**config.mk**
```make
export PLATFORM = sky130hd
export DESIGN_NAME = sht_serial_sensor_master_top_flat
export DESIGN_NICKNAME = d
export VERILOG_FILES = /design/src/sv/sht_pkg.sv /design/src/sv/sht_in_if.sv /design/src/sv/sht_out_if.sv /design/src/sv/sht_cfg.sv /design/src/sv/sht_core.sv /design/src/sv/sht_serial_sensor_master_top.sv /design/src/flat_wrapper.sv
export SDC_FILE = /design/constraint.sdc
export NUM_CORES = 1
export LEC_CHECK = 0
export BUFFER_PORTS_ARGS = -buffer_cell sky130_fd_sc_hd__buf_2
export CAP_MARGIN = 10
export CORE_ASPECT_RATIO = 0.9
export CORE_MARGIN = 8
export CORE_UTILIZATION = 45
export DETAILED_ROUTE_END_ITERATION = 7
export GPL_TIMING_DRIVEN = 0
export PLACE_DENSITY_LB_ADDON = 0.05
export SLEW_MARGIN = 20
export SYNTH_ARGS = -nofsm -noshare
export SYNTH_HDL_FRONTEND = slang
export SYNTH_SLANG_ARGS = --single-unit
export TNS_END_PERCENT = 1
```
**constraint.sdc**
```tcl
create_clock -name clk_i -period 4.4 [get_ports clk_i]
set_input_delay 1.32 -clock clk_i [delete_from_list [all_inputs] [get_ports clk_i]]
set_output_delay 1.32 -clock clk_i [all_outputs]
set_load 0.01 [all_outputs]
```
**src/sv/sht_pkg.sv**
```systemverilog
package sht_pkg;

  // Widths of the register file and of the item fields
  localparam int unsigned CfgIdxW   = 3;
  localparam int unsigned CfgDataW  = 24;
  localparam int unsigned HalfW     = 16;
  localparam int unsigned DurW      = 24;
  localparam int unsigned DurExtW   = 32;

  // Defaults for the top-level parameters
  localparam int unsigned WAIT_WIDTH_DEF   = 24;
  localparam int unsigned RESET_PULSES_DEF = 9;

  // Register reset values
  localparam logic [HalfW-1:0] HALF_BIT_RST = 16'd64;
  localparam logic [DurW-1:0]  ACK_WAIT_RST = 24'd8000000;
  localparam logic [DurW-1:0]  CONV_RST     = 24'd16000;
  localparam logic [DurW-1:0]  SETTLE_RST   = 24'd9600000;
  localparam logic [DurW-1:0]  RWAIT_RST    = 24'd3200000;

  // Register indexes
  typedef enum logic [CfgIdxW-1:0] {
    REG_HALF_BIT   = 3'd0,
    REG_ACK_WAIT   = 3'd1,
    REG_CONV_WAIT  = 3'd2,
    REG_SETTLE     = 3'd3,
    REG_RESET_WAIT = 3'd4
  } cfg_reg_e;

  // Operation codes carried by func
  typedef enum logic [1:0] {
    FUNC_NONE    = 2'd0,
    FUNC_MEASURE = 2'd1,
    FUNC_REG_WR  = 2'd2,
    FUNC_CMD     = 2'd3
  } func_e;

  typedef struct packed {
    logic [HalfW-1:0] half_bit_ticks;
    logic [DurW-1:0]  ack_wait_ticks;
    logic [DurW-1:0]  convert_wait_ticks;
    logic [DurW-1:0]  settle_wait_ticks;
    logic [DurW-1:0]  reset_wait_ticks;
  } cfg_t;

  typedef struct packed {
    logic [1:0] func;
    logic [7:0] cmd_byte;
    logic [7:0] param_byte;
    logic       data_in;
  } in_t;

  typedef struct packed {
    logic        sck;
    logic        data_out;
    logic        data_oe;
    logic        busy_res;
    logic        done_res;
    logic [15:0] result_value;
    logic [7:0]  check_byte;
    logic        ack_error;
  } res_t;

endpackage

```
**src/sv/sht_in_if.sv**
```systemverilog
interface sht_in_if;
  logic       valid;
  logic       ready;
  logic [1:0] func;
  logic [7:0] cmd_byte;
  logic [7:0] param_byte;
  logic       data_in;

  modport source (output valid, func, cmd_byte, param_byte, data_in, input ready);
  modport sink   (input valid, func, cmd_byte, param_byte, data_in, output ready);
endinterface

```
**src/sv/sht_out_if.sv**
```systemverilog
interface sht_out_if;
  logic        valid;
  logic        ready;
  logic        sck;
  logic        data_out;
  logic        data_oe;
  logic        busy_res;
  logic        done_res;
  logic [15:0] result_value;
  logic [7:0]  check_byte;
  logic        ack_error;

  modport source (output valid, sck, data_out, data_oe, busy_res, done_res, result_value,
                  check_byte, ack_error, input ready);
  modport sink   (input valid, sck, data_out, data_oe, busy_res, done_res, result_value,
                  check_byte, ack_error, output ready);
endinterface

```
**src/sv/sht_cfg.sv**
```systemverilog
module sht_cfg (
  input  logic                           clk_i,
  input  logic                           rst_ni,
  input  logic                           cfg_we_i,
  input  logic [sht_pkg::CfgIdxW-1:0]    cfg_idx_i,
  input  logic [sht_pkg::CfgDataW-1:0]   cfg_wdata_i,
  output sht_pkg::cfg_t                  cfg_o
);

  sht_pkg::cfg_t cfg_q, cfg_d;

  // Register decode; unknown indexes are dropped
  always_comb begin
    cfg_d = cfg_q;
    if (cfg_we_i) begin
      case (sht_pkg::cfg_reg_e'(cfg_idx_i))
        sht_pkg::REG_HALF_BIT:   cfg_d.half_bit_ticks     = cfg_wdata_i[sht_pkg::HalfW-1:0];
        sht_pkg::REG_ACK_WAIT:   cfg_d.ack_wait_ticks     = cfg_wdata_i;
        sht_pkg::REG_CONV_WAIT:  cfg_d.convert_wait_ticks = cfg_wdata_i;
        sht_pkg::REG_SETTLE:     cfg_d.settle_wait_ticks  = cfg_wdata_i;
        sht_pkg::REG_RESET_WAIT: cfg_d.reset_wait_ticks   = cfg_wdata_i;
        default: ;
      endcase
    end
  end

  always_ff @(posedge clk_i or negedge rst_ni) begin
    if (!rst_ni) begin
      cfg_q.half_bit_ticks     <= sht_pkg::HALF_BIT_RST;
      cfg_q.ack_wait_ticks     <= sht_pkg::ACK_WAIT_RST;
      cfg_q.convert_wait_ticks <= sht_pkg::CONV_RST;
      cfg_q.settle_wait_ticks  <= sht_pkg::SETTLE_RST;
      cfg_q.reset_wait_ticks   <= sht_pkg::RWAIT_RST;
    end else begin
      cfg_q <= cfg_d;
    end
  end

  assign cfg_o = cfg_q;

endmodule

```
**src/sv/sht_core.sv**
```systemverilog
module sht_core #(
  parameter int unsigned WaitWidth   = sht_pkg::WAIT_WIDTH_DEF,
  parameter int unsigned ResetPulses = sht_pkg::RESET_PULSES_DEF
) (
  input  logic          clk_i,
  input  logic          rst_ni,
  input  logic          step_i,
  input  sht_pkg::in_t  item_i,
  input  sht_pkg::cfg_t cfg_i,
  output sht_pkg::res_t res_o
);

  typedef enum logic [4:0] {
    PH_IDLE, PH_RST_HI, PH_RST_LO, PH_S0, PH_S1, PH_S2, PH_S3, PH_S4, PH_S5,
    PH_W_PRE, PH_W_LO, PH_W_DAT, PH_W_HI, PH_ACK_LO, PH_ACK_HI, PH_ACK_WAIT,
    PH_SETTLE, PH_RWAIT, PH_CONV, PH_R_HI, PH_R_HI2, PH_R_LO, PH_R_AD, PH_R_AH
  } phase_e;

  phase_e               phase_q, phase_d;
  logic [WaitWidth-1:0] tick_q, tick_d;
  logic [3:0]           bit_q, bit_d;
  logic [3:0]           pulse_q, pulse_d;
  logic [7:0]           shift_q, shift_d;
  logic [1:0]           byte_q, byte_d;
  logic [1:0]           op_q, op_d;
  logic [7:0]           held_q, held_d;
  logic [7:0]           high_q, high_d;
  logic [7:0]           low_q, low_d;
  logic                 err_q, err_d;
  logic                 done;

  logic [WaitWidth-1:0] half_n, ack_n, conv_n, settle_n, rwait_n, tick_dec;

  // Durations masked to the counter width; zero counts as one tick
  always_comb begin
    logic [sht_pkg::DurExtW-1:0] e_half, e_ack, e_conv, e_settle, e_rwait;
    e_half   = sht_pkg::DurExtW'(cfg_i.half_bit_ticks);
    e_ack    = sht_pkg::DurExtW'(cfg_i.ack_wait_ticks);
    e_conv   = sht_pkg::DurExtW'(cfg_i.convert_wait_ticks);
    e_settle = sht_pkg::DurExtW'(cfg_i.settle_wait_ticks);
    e_rwait  = sht_pkg::DurExtW'(cfg_i.reset_wait_ticks);
    half_n   = (e_half[WaitWidth-1:0] == '0)   ? WaitWidth'(1) : e_half[WaitWidth-1:0];
    ack_n    = (e_ack[WaitWidth-1:0] == '0)    ? WaitWidth'(1) : e_ack[WaitWidth-1:0];
    conv_n   = (e_conv[WaitWidth-1:0] == '0)   ? WaitWidth'(1) : e_conv[WaitWidth-1:0];
    settle_n = (e_settle[WaitWidth-1:0] == '0) ? WaitWidth'(1) : e_settle[WaitWidth-1:0];
    rwait_n  = (e_rwait[WaitWidth-1:0] == '0)  ? WaitWidth'(1) : e_rwait[WaitWidth-1:0];
  end

  assign tick_dec = tick_q - WaitWidth'(1);

  // Next state for one tick
  always_comb begin
    phase_d = phase_q;
    tick_d  = tick_q;
    bit_d   = bit_q;
    pulse_d = pulse_q;
    shift_d = shift_q;
    byte_d  = byte_q;
    op_d    = op_q;
    held_d  = held_q;
    high_d  = high_q;
    low_d   = low_q;
    err_d   = err_q;
    done    = 1'b0;
    if (phase_q == PH_IDLE) begin
      if (item_i.func != sht_pkg::FUNC_NONE) begin
        op_d    = item_i.func;
        shift_d = item_i.cmd_byte;
        held_d  = item_i.param_byte;
        err_d   = 1'b0;
        pulse_d = '0;
        bit_d   = '0;
        byte_d  = '0;
        phase_d = PH_RST_HI;
        tick_d  = half_n;
      end
    end else begin
      tick_d = tick_dec;
      if (tick_dec == '0) begin
        // Phase expired: move on; most phases last one half bit
        tick_d = half_n;
        case (phase_q)
          PH_RST_HI: phase_d = PH_RST_LO;
          PH_RST_LO: begin
            pulse_d = pulse_q + 4'd1;
            phase_d = (pulse_d < 4'(ResetPulses)) ? PH_RST_HI : PH_S0;
          end
          PH_S0: phase_d = PH_S1;
          PH_S1: phase_d = PH_S2;
          PH_S2: phase_d = PH_S3;
          PH_S3: phase_d = PH_S4;
          PH_S4: phase_d = PH_S5;
          PH_S5: begin
            bit_d   = '0;
            phase_d = PH_W_PRE;
          end
          PH_W_PRE: phase_d = PH_W_LO;
          PH_W_LO:  phase_d = PH_W_DAT;
          PH_W_DAT: phase_d = PH_W_HI;
          PH_W_HI: begin
            bit_d   = bit_q + 4'd1;
            phase_d = (bit_d >= 4'd8) ? PH_ACK_LO : PH_W_LO;
          end
          PH_ACK_LO: phase_d = PH_ACK_HI;
          PH_ACK_HI: begin
            if (item_i.data_in) err_d = 1'b1;
            phase_d = PH_ACK_WAIT;
            tick_d  = ack_n;
          end
          PH_ACK_WAIT: begin
            if (op_q == sht_pkg::FUNC_MEASURE) begin
              byte_d  = '0;
              phase_d = PH_CONV;
              tick_d  = conv_n;
            end else if (op_q == sht_pkg::FUNC_REG_WR) begin
              if (byte_q == 2'd0) begin
                phase_d = PH_SETTLE;
                tick_d  = settle_n;
              end else begin
                phase_d = PH_IDLE;
                tick_d  = '0;
                done    = 1'b1;
              end
            end else begin
              phase_d = PH_RWAIT;
              tick_d  = rwait_n;
            end
          end
          PH_SETTLE: begin
            shift_d = held_q;
            byte_d  = 2'd1;
            bit_d   = '0;
            phase_d = PH_W_PRE;
          end
          PH_RWAIT: begin
            phase_d = PH_IDLE;
            tick_d  = '0;
            done    = 1'b1;
          end
          PH_CONV: begin
            shift_d = '0;
            bit_d   = '0;
            phase_d = PH_R_HI;
          end
          PH_R_HI: begin
            shift_d = {shift_q[6:0], item_i.data_in};
            phase_d = PH_R_HI2;
          end
          PH_R_HI2: phase_d = PH_R_LO;
          PH_R_LO: begin
            bit_d = bit_q + 4'd1;
            if (bit_d >= 4'd8) begin
              if (byte_q == 2'd0) high_d = shift_q;
              else if (byte_q == 2'd1) low_d = shift_q;
              phase_d = PH_R_AD;
            end else begin
              phase_d = PH_R_HI;
            end
          end
          PH_R_AD: phase_d = PH_R_AH;
          PH_R_AH: begin
            byte_d = byte_q + 2'd1;
            if (byte_d == 2'd3) begin
              phase_d = PH_IDLE;
              tick_d  = '0;
              done    = 1'b1;
            end else begin
              shift_d = '0;
              bit_d   = '0;
              phase_d = PH_R_HI;
            end
          end
          default: phase_d = PH_IDLE;
        endcase
      end
    end
  end

  // Pin levels and result fields from the updated state
  always_comb begin
    logic [2:0] cur_idx, prev_idx;
    logic       cur_bit, prev_bit, ack_lvl;
    cur_idx  = 3'd7 - bit_d[2:0];
    prev_idx = 3'd7 - (bit_d[2:0] - 3'd1);
    cur_bit  = shift_d[cur_idx];
    prev_bit = (bit_d == 4'd0) ? 1'b1 : shift_d[prev_idx];
    ack_lvl  = (byte_d < 2'd2) ? 1'b0 : 1'b1;
    res_o.sck      = 1'b0;
    res_o.data_out = 1'b1;
    res_o.data_oe  = 1'b0;
    case (phase_d)
      PH_RST_HI, PH_S1, PH_S5: begin
        res_o.sck = 1'b1; res_o.data_oe = 1'b1;
      end
      PH_RST_LO, PH_S0, PH_W_PRE: res_o.data_oe = 1'b1;
      PH_S2, PH_S4: begin
        res_o.sck = 1'b1; res_o.data_oe = 1'b1; res_o.data_out = 1'b0;
      end
      PH_S3: begin
        res_o.data_oe = 1'b1; res_o.data_out = 1'b0;
      end
      PH_W_LO: begin
        res_o.data_oe = 1'b1; res_o.data_out = prev_bit;
      end
      PH_W_DAT: begin
        res_o.data_oe = 1'b1; res_o.data_out = cur_bit;
      end
      PH_W_HI: begin
        res_o.sck = 1'b1; res_o.data_oe = 1'b1; res_o.data_out = cur_bit;
      end
      PH_ACK_HI, PH_R_HI, PH_R_HI2: res_o.sck = 1'b1;
      PH_R_AD: begin
        res_o.data_oe = 1'b1; res_o.data_out = ack_lvl;
      end
      PH_R_AH: begin
        res_o.sck = 1'b1; res_o.data_oe = 1'b1; res_o.data_out = ack_lvl;
      end
      default: ;
    endcase
    res_o.busy_res  = (phase_d != PH_IDLE);
    res_o.done_res  = done;
    res_o.ack_error = err_d;
    if (done && op_d == sht_pkg::FUNC_MEASURE) begin
      res_o.result_value = {high_d, low_d};
      res_o.check_byte   = shift_d;
    end else begin
      res_o.result_value = '0;
      res_o.check_byte   = '0;
    end
  end

  // State holds between beats
  always_ff @(posedge clk_i or negedge rst_ni) begin
    if (!rst_ni) begin
      phase_q <= PH_IDLE;
      tick_q  <= '0;
      bit_q   <= '0;
      pulse_q <= '0;
      shift_q <= '0;
      byte_q  <= '0;
      op_q    <= '0;
      held_q  <= '0;
      high_q  <= '0;
      low_q   <= '0;
      err_q   <= 1'b0;
    end else if (step_i) begin
      phase_q <= phase_d;
      tick_q  <= tick_d;
      bit_q   <= bit_d;
      pulse_q <= pulse_d;
      shift_q <= shift_d;
      byte_q  <= byte_d;
      op_q    <= op_d;
      held_q  <= held_d;
      high_q  <= high_d;
      low_q   <= low_d;
      err_q   <= err_d;
    end
  end

endmodule

```
**src/sv/sht_serial_sensor_master_top.sv**
```systemverilog
// Channel  | Dir | Handshake     | Payload
// in_i     | in  | valid/ready   | func, cmd_byte, param_byte, data_in
// out_o    | out | valid/ready   | sck, data_out, data_oe, busy_res, done_res,
//          |     |               | result_value, check_byte, ack_error
// cfg      | in  | cfg_we_i only | cfg_idx_i, cfg_wdata_i
//
// One beat in, one beat out; a beat is taken every cycle while the output is not
// stalled, and passes the input register, then the result register after the tick logic.
// The sensor state advances only when the input register moves into the
// result register; a stalled output holds one beat there and one in the
// input register before ready drops.
// Reset is asynchronous, active low, and puts the bus master in idle with
// the register file at its defaults.
module sht_serial_sensor_master_top #(
  parameter int unsigned WaitWidth   = sht_pkg::WAIT_WIDTH_DEF,
  parameter int unsigned ResetPulses = sht_pkg::RESET_PULSES_DEF
) (
  input  logic                          clk_i,
  input  logic                          rst_ni,
  sht_in_if.sink                        in_i,
  sht_out_if.source                     out_o,
  input  logic                          cfg_we_i,
  input  logic [sht_pkg::CfgIdxW-1:0]   cfg_idx_i,
  input  logic [sht_pkg::CfgDataW-1:0]  cfg_wdata_i
);

  sht_pkg::cfg_t cfg;
  sht_pkg::in_t  in_q;
  sht_pkg::res_t res, out_q;
  logic          in_v_q, out_v_q, step, in_rdy;

  assign step   = in_v_q && (!out_v_q || out_o.ready);
  assign in_rdy = !in_v_q || step;

  sht_cfg u_cfg (
    .clk_i       (clk_i),
    .rst_ni      (rst_ni),
    .cfg_we_i    (cfg_we_i),
    .cfg_idx_i   (cfg_idx_i),
    .cfg_wdata_i (cfg_wdata_i),
    .cfg_o       (cfg)
  );

  sht_core #(
    .WaitWidth   (WaitWidth),
    .ResetPulses (ResetPulses)
  ) u_core (
    .clk_i  (clk_i),
    .rst_ni (rst_ni),
    .step_i (step),
    .item_i (in_q),
    .cfg_i  (cfg),
    .res_o  (res)
  );

  // Input register
  always_ff @(posedge clk_i or negedge rst_ni) begin
    if (!rst_ni) begin
      in_v_q <= 1'b0;
    end else if (in_i.valid && in_rdy) begin
      in_v_q <= 1'b1;
    end else if (step) begin
      in_v_q <= 1'b0;
    end
  end

  always_ff @(posedge clk_i) begin
    if (in_i.valid && in_rdy) begin
      in_q.func       <= in_i.func;
      in_q.cmd_byte   <= in_i.cmd_byte;
      in_q.param_byte <= in_i.param_byte;
      in_q.data_in    <= in_i.data_in;
    end
  end

  // Result register
  always_ff @(posedge clk_i or negedge rst_ni) begin
    if (!rst_ni) begin
      out_v_q <= 1'b0;
    end else if (step) begin
      out_v_q <= 1'b1;
    end else if (out_o.ready) begin
      out_v_q <= 1'b0;
    end
  end

  always_ff @(posedge clk_i) begin
    if (step) out_q <= res;
  end

  assign in_i.ready         = in_rdy;
  assign out_o.valid        = out_v_q;
  assign out_o.sck          = out_q.sck;
  assign out_o.data_out     = out_q.data_out;
  assign out_o.data_oe      = out_q.data_oe;
  assign out_o.busy_res     = out_q.busy_res;
  assign out_o.done_res     = out_q.done_res;
  assign out_o.result_value = out_q.result_value;
  assign out_o.check_byte   = out_q.check_byte;
  assign out_o.ack_error    = out_q.ack_error;

endmodule

```
**src/flat_wrapper.sv**
```systemverilog
// flat-port wrapper written by rule: the top's interface ports become plain ports
module sht_serial_sensor_master_top_flat 
#(
  parameter int unsigned WaitWidth   = sht_pkg::WAIT_WIDTH_DEF,
  parameter int unsigned ResetPulses = sht_pkg::RESET_PULSES_DEF
)
  (clk_i, rst_ni, cfg_we_i, cfg_idx_i, cfg_wdata_i, in_i_valid, in_i_func, in_i_cmd_byte, in_i_param_byte, in_i_data_in, in_i_ready, out_o_valid, out_o_sck, out_o_data_out, out_o_data_oe, out_o_busy_res, out_o_done_res, out_o_result_value, out_o_check_byte, out_o_ack_error, out_o_ready);
  sht_in_if in_i_i ();
  sht_out_if out_o_i ();
  input  logic clk_i;
  input  logic rst_ni;
  input  logic cfg_we_i;
  input  logic [sht_pkg::CfgIdxW-1:0] cfg_idx_i;
  input  logic [sht_pkg::CfgDataW-1:0] cfg_wdata_i;
  input wire logic [$bits(in_i_i.valid)-1:0] in_i_valid;
  input wire logic [$bits(in_i_i.func)-1:0] in_i_func;
  input wire logic [$bits(in_i_i.cmd_byte)-1:0] in_i_cmd_byte;
  input wire logic [$bits(in_i_i.param_byte)-1:0] in_i_param_byte;
  input wire logic [$bits(in_i_i.data_in)-1:0] in_i_data_in;
  output wire logic [$bits(in_i_i.ready)-1:0] in_i_ready;
  output wire logic [$bits(out_o_i.valid)-1:0] out_o_valid;
  output wire logic [$bits(out_o_i.sck)-1:0] out_o_sck;
  output wire logic [$bits(out_o_i.data_out)-1:0] out_o_data_out;
  output wire logic [$bits(out_o_i.data_oe)-1:0] out_o_data_oe;
  output wire logic [$bits(out_o_i.busy_res)-1:0] out_o_busy_res;
  output wire logic [$bits(out_o_i.done_res)-1:0] out_o_done_res;
  output wire logic [$bits(out_o_i.result_value)-1:0] out_o_result_value;
  output wire logic [$bits(out_o_i.check_byte)-1:0] out_o_check_byte;
  output wire logic [$bits(out_o_i.ack_error)-1:0] out_o_ack_error;
  input wire logic [$bits(out_o_i.ready)-1:0] out_o_ready;
  assign in_i_i.valid = in_i_valid;
  assign in_i_i.func = in_i_func;
  assign in_i_i.cmd_byte = in_i_cmd_byte;
  assign in_i_i.param_byte = in_i_param_byte;
  assign in_i_i.data_in = in_i_data_in;
  assign in_i_ready = in_i_i.ready;
  assign out_o_valid = out_o_i.valid;
  assign out_o_sck = out_o_i.sck;
  assign out_o_data_out = out_o_i.data_out;
  assign out_o_data_oe = out_o_i.data_oe;
  assign out_o_busy_res = out_o_i.busy_res;
  assign out_o_done_res = out_o_i.done_res;
  assign out_o_result_value = out_o_i.result_value;
  assign out_o_check_byte = out_o_i.check_byte;
  assign out_o_ack_error = out_o_i.ack_error;
  assign out_o_i.ready = out_o_ready;
  sht_serial_sensor_master_top #(.WaitWidth(WaitWidth), .ResetPulses(ResetPulses)) u_core (.clk_i(clk_i), .rst_ni(rst_ni), .in_i(in_i_i), .out_o(out_o_i), .cfg_we_i(cfg_we_i), .cfg_idx_i(cfg_idx_i), .cfg_wdata_i(cfg_wdata_i));
endmodule
```
==> summary.md <==
| Metric | Value |
|---|---|
| Kind of critical path | register to register |
| Layout Utilization | 54.6% |
| Core area | between 20000 and 30000 µm² |
| Unrepaired setup endpoints after global routing | yes |
| Synth unique cells | 76 |
| Total GRT Usage | between 20% and 30% |
| I/O Pins | between 80 and 90 |
| Total CTS buffers | 27 |
| Max-Cap Viols | 0 |
| Fmax | between 200 and 250 MHz |
| Clk root buf | clkbuf_16 |
| CTS tree | done |
| Share of layout cells above drive strength 1 | 29.2% |
| Relative slew slack | 33.1% |
| Setup violations, final | 0 |
| Largest cells by area after synthesis | dfrtp_1 (33%), mux2_2 (12%), edfxtp_1 (12%) |
| First-pass GRT wire length | 58.0 mm |
| Number of synthesized flops with an enable pin | 49 |
| Die ar. | 32900 µm² |
| Status | finished clean |
| DR iter-0 viols | 875 |
| Final Skew | 0.0178 ns |
| Crit end category | register |
| R2R setup slack | around 0.077 ns |
| DRC Markers | 0 |
| Global route overflow | 0 |
| Area grow syn2layout | 19.6% |
| Cell area after synthesis | 12300 µm² |
| Syn Area/Cell | between 10 and 15 µm² |
| Part of the cycle the worst path needs | a little over nine tenths |
| Post-synth ARST share | about four fifths |
| Design area | 14700 µm² |
| Part of the Yosys area used for sequential elements | between 50% and 60% |
| DR vias | between 9000 and 10000 |
| Initial antenna violation count | 0 |
| Worst-Margin Slew | around 1.0 ns |
| Largest net degree at the start of global routing | between 80 and 90 |
| Hold WC Path Type | register to register |
| Number of global-route vias before repair | roughly 9800 |
| Critical path data arrival time | ~4.6 ns |
| Warnings from Yosys | 0 |
| Clk slew on worst S/H paths | around 0.06 ns |
| Avg WL per Cell | roughly 22 µm |
| Syn Nets | about 1200 |
| Die Wd | 190 µm |
| PortBufs | a little over 80 |
| # H-tree levels | 1 |
| Yosys top cell area share | between 30% and 40% |
| Static leakage | between 5 and 6 nW |
| Row count | 57 |
| Critical-path maximum fanout | 6 |
| Via/cell ratio | between 5 and 6 |
| Worst VDD drop | approximately 310 µV |
| Max-slew violation count | 0 |
| Post-synth top area cell | dfrtp_1 |
| DRT antenna net count | 0 |
| Drt pass-1 iters | 5 |
| Initial Utilization | ~46% |
| Min Tclk post-route | roughly 4.3 ns |
| Post-Place Cell Area | ~13000 µm² |
| Detailed Place HPWL | 27.0 mm |
| Power Dens Cells | slightly above 500 nW/µm² |
| CTS max path bufs | 3 |
| Global placement routability congestion | 0.898 |
| Inserted Diodes | 0 |
| Final nets | 1378 |
| Die height | between 150 and 200 µm |
| Setup_tns | 0 ns |
| Total Wirelength | 37.0 mm |
| Setup crit start kind | register |
| Final hold violations | 0 |
| Clock sink count | roughly 240 |
| Clock latency on the worst-skew pair | about 0.56 ns |
| Cell count after synthesis | between 1000 and 1500 |
| Main flop type after synthesis | dfrtp_1 |
| Flops & latches, synth | between 200 and 250 |
| Crit path required time | ~4.7 ns |
[layout make-up]
cell class	instances	area [µm²]
Sequential cell	237	6220
Fill cell	2450	12300
Tap cell	354	443
Timing Repair Buffer	124	783
Buffer	64	260
Inverter	19	73.8
Multi-Input combinational cell	844	5990
Clock inverter	18	204
Clock buffer	32	734
[per-layer routing]
layer / up-vias / global-route usage, % / share of wire (%) / wire length (µm)
met2: 333 / 31.7 / 43 / 15700
met4: 0 / 3.75 / 1.4 / 516
li1: 4650 / - / - / -
met5: - / 0 / 0 / 0
met3: 38 / 4.83 / 7.3 / 2720
met1: 4950 / 34.0 / 49 / 18000
[worst max-delay path, stage by stage, from the launching register on]
cell,delay [ns]
dfrtp_2,0.41
or4_4,0.59
or4_4,0.54
o31a_1,0.31
nor4_4,0.25
buf_4,0.18
and4b_1,0.20
buf_6,0.10
nand3_1,0.06
a21bo_4,0.22
inv_4,0.06
ha_4,0.25
inv_2,0.04
buf_4,0.13
a31oi_2,0.14
o311ai_2,0.13
nor4bb_4,0.18
a211o_1,0.26
[registers in the layout, summed over array words and instances, names as in the netlist, 2 cells and up]
signal	cells
u_core.u_core.high_q	8
u_core.u_core.byte_q	2
u_core.u_core.phase_q	5
u_core.out_o.result_value	16
u_core.in_q	19
u_core.u_core.tick_q	24
u_core.u_cfg.cfg_o	112
u_core.u_core.held_q	8
u_core.out_o.check_byte	8
u_core.u_core.op_q	2
u_core.u_core.bit_q	4
u_core.u_core.low_q	8
u_core.u_core.pulse_q	4
u_core.u_core.shift_q	8
[per-stage QoR]
step	hold slack, ns	setup WS, ns	power (mW)	std cells
floorplan	0.454	0.0400	4.32	1169
global placement	0.461	-1.62	4.99	1605
detailed placement	0.464	-1.54	5.03	1611
CTS	0.483	-0.00809	7.51	1675
global route	0.484	-0.0947	7.97	1692
finish	0.481	0.0767	7.57	1692
[final timing paths]
kind                                               from                      end  depth (start not counted)
worst min register to register           u_core.in_q[7]  u_core.u_core.held_q[6]                          1
min in group asynchronous                        rst_ni   u_core.u_cfg.cfg_o[29]                          1
worst max register to register  u_core.u_core.tick_q[5]    u_core.out_o.data_out                         17
max in group asynchronous                        rst_ni   u_core.u_core.low_q[0]                          3
worst max-delay path            u_core.u_core.tick_q[5]    u_core.out_o.data_out                         17
worst min-delay path                     u_core.in_q[7]  u_core.u_core.held_q[6]                          1
[logic make-up (layout without fill, tap and decap cells)]
family	Yosys count	count (layout)	synth area share (%)
compound gates	275	275	13.6
mux	169	169	15.3
simple gates	376	376	15.8
xor+xnor	14	14	0.997
fa+ha+maj	10	10	1.02
buf+inv	88	257	2.84
flops	237	237	50.5
[repair_timing]
item,in CTS,in global routing
hold buffers,0,0
buffers inserted,17,19
gates resized for setup,30,19
endpoints found under the setup margin,89,54
pin swaps,11,10
[power breakdown]
part | switching [mW] | internal, mW | leakage, nW
Combinational | 1.19 | 0.872 | 2.71
Clock | 0.945 | 1.43 | 0.471
Sequential | 0.428 | 2.71 | 2.76
[Yosys cell counts, types with 3 or more instances]
master,number
nor4b_1,6
o31a_1,3
o22ai_1,8
a22oi_1,7
dfstp_2,28
nand3_1,35
a21oi_1,69
nand2_1,107
inv_1,18
and4_1,3
a21o_1,5
buf_2,6
o21ai_0,96
nand3b_1,3
o21ai_1,6
or4_1,6
clkbuf_1,56
mux2_2,136
a22o_1,9
nand2b_1,16
or3_1,4
edfxtp_1,49
o31ai_1,7
nor4_1,41
nand4_1,10
nor2b_1,18
mux2i_1,31
a221oi_1,7
nor3_1,21
a31oi_1,21
nor4bb_1,3
a211oi_1,6
a222oi_1,3
buf_1,5
dfrtp_1,160
and2_1,7
o21a_1,6
xnor2_1,12
ha_1,10
nand4b_1,5
o221ai_1,3
nor2_1,75
[cells in the final DEF, fill, tap and decap left out, types with 19 or more instances in the layout]
cell type / netlist / routed
dfrtp_1: 160 / 155
mux2_2: 136 / 136
nand2_1: 107 / 107
o21ai_0: 96 / 96
buf_2: 6 / 86
nor2_1: 75 / 74
a21oi_1: 69 / 68
clkbuf_1: 56 / 55
edfxtp_1: 49 / 49
buf_4: 1 / 37
nor4_1: 41 / 34
nand3_1: 35 / 34
mux2i_1: 31 / 31
dfstp_2: 28 / 28
clkbuf_16: 0 / 27
a31oi_1: 21 / 20
nor3_1: 21 / 19
(Power assumes the default switching activity.)
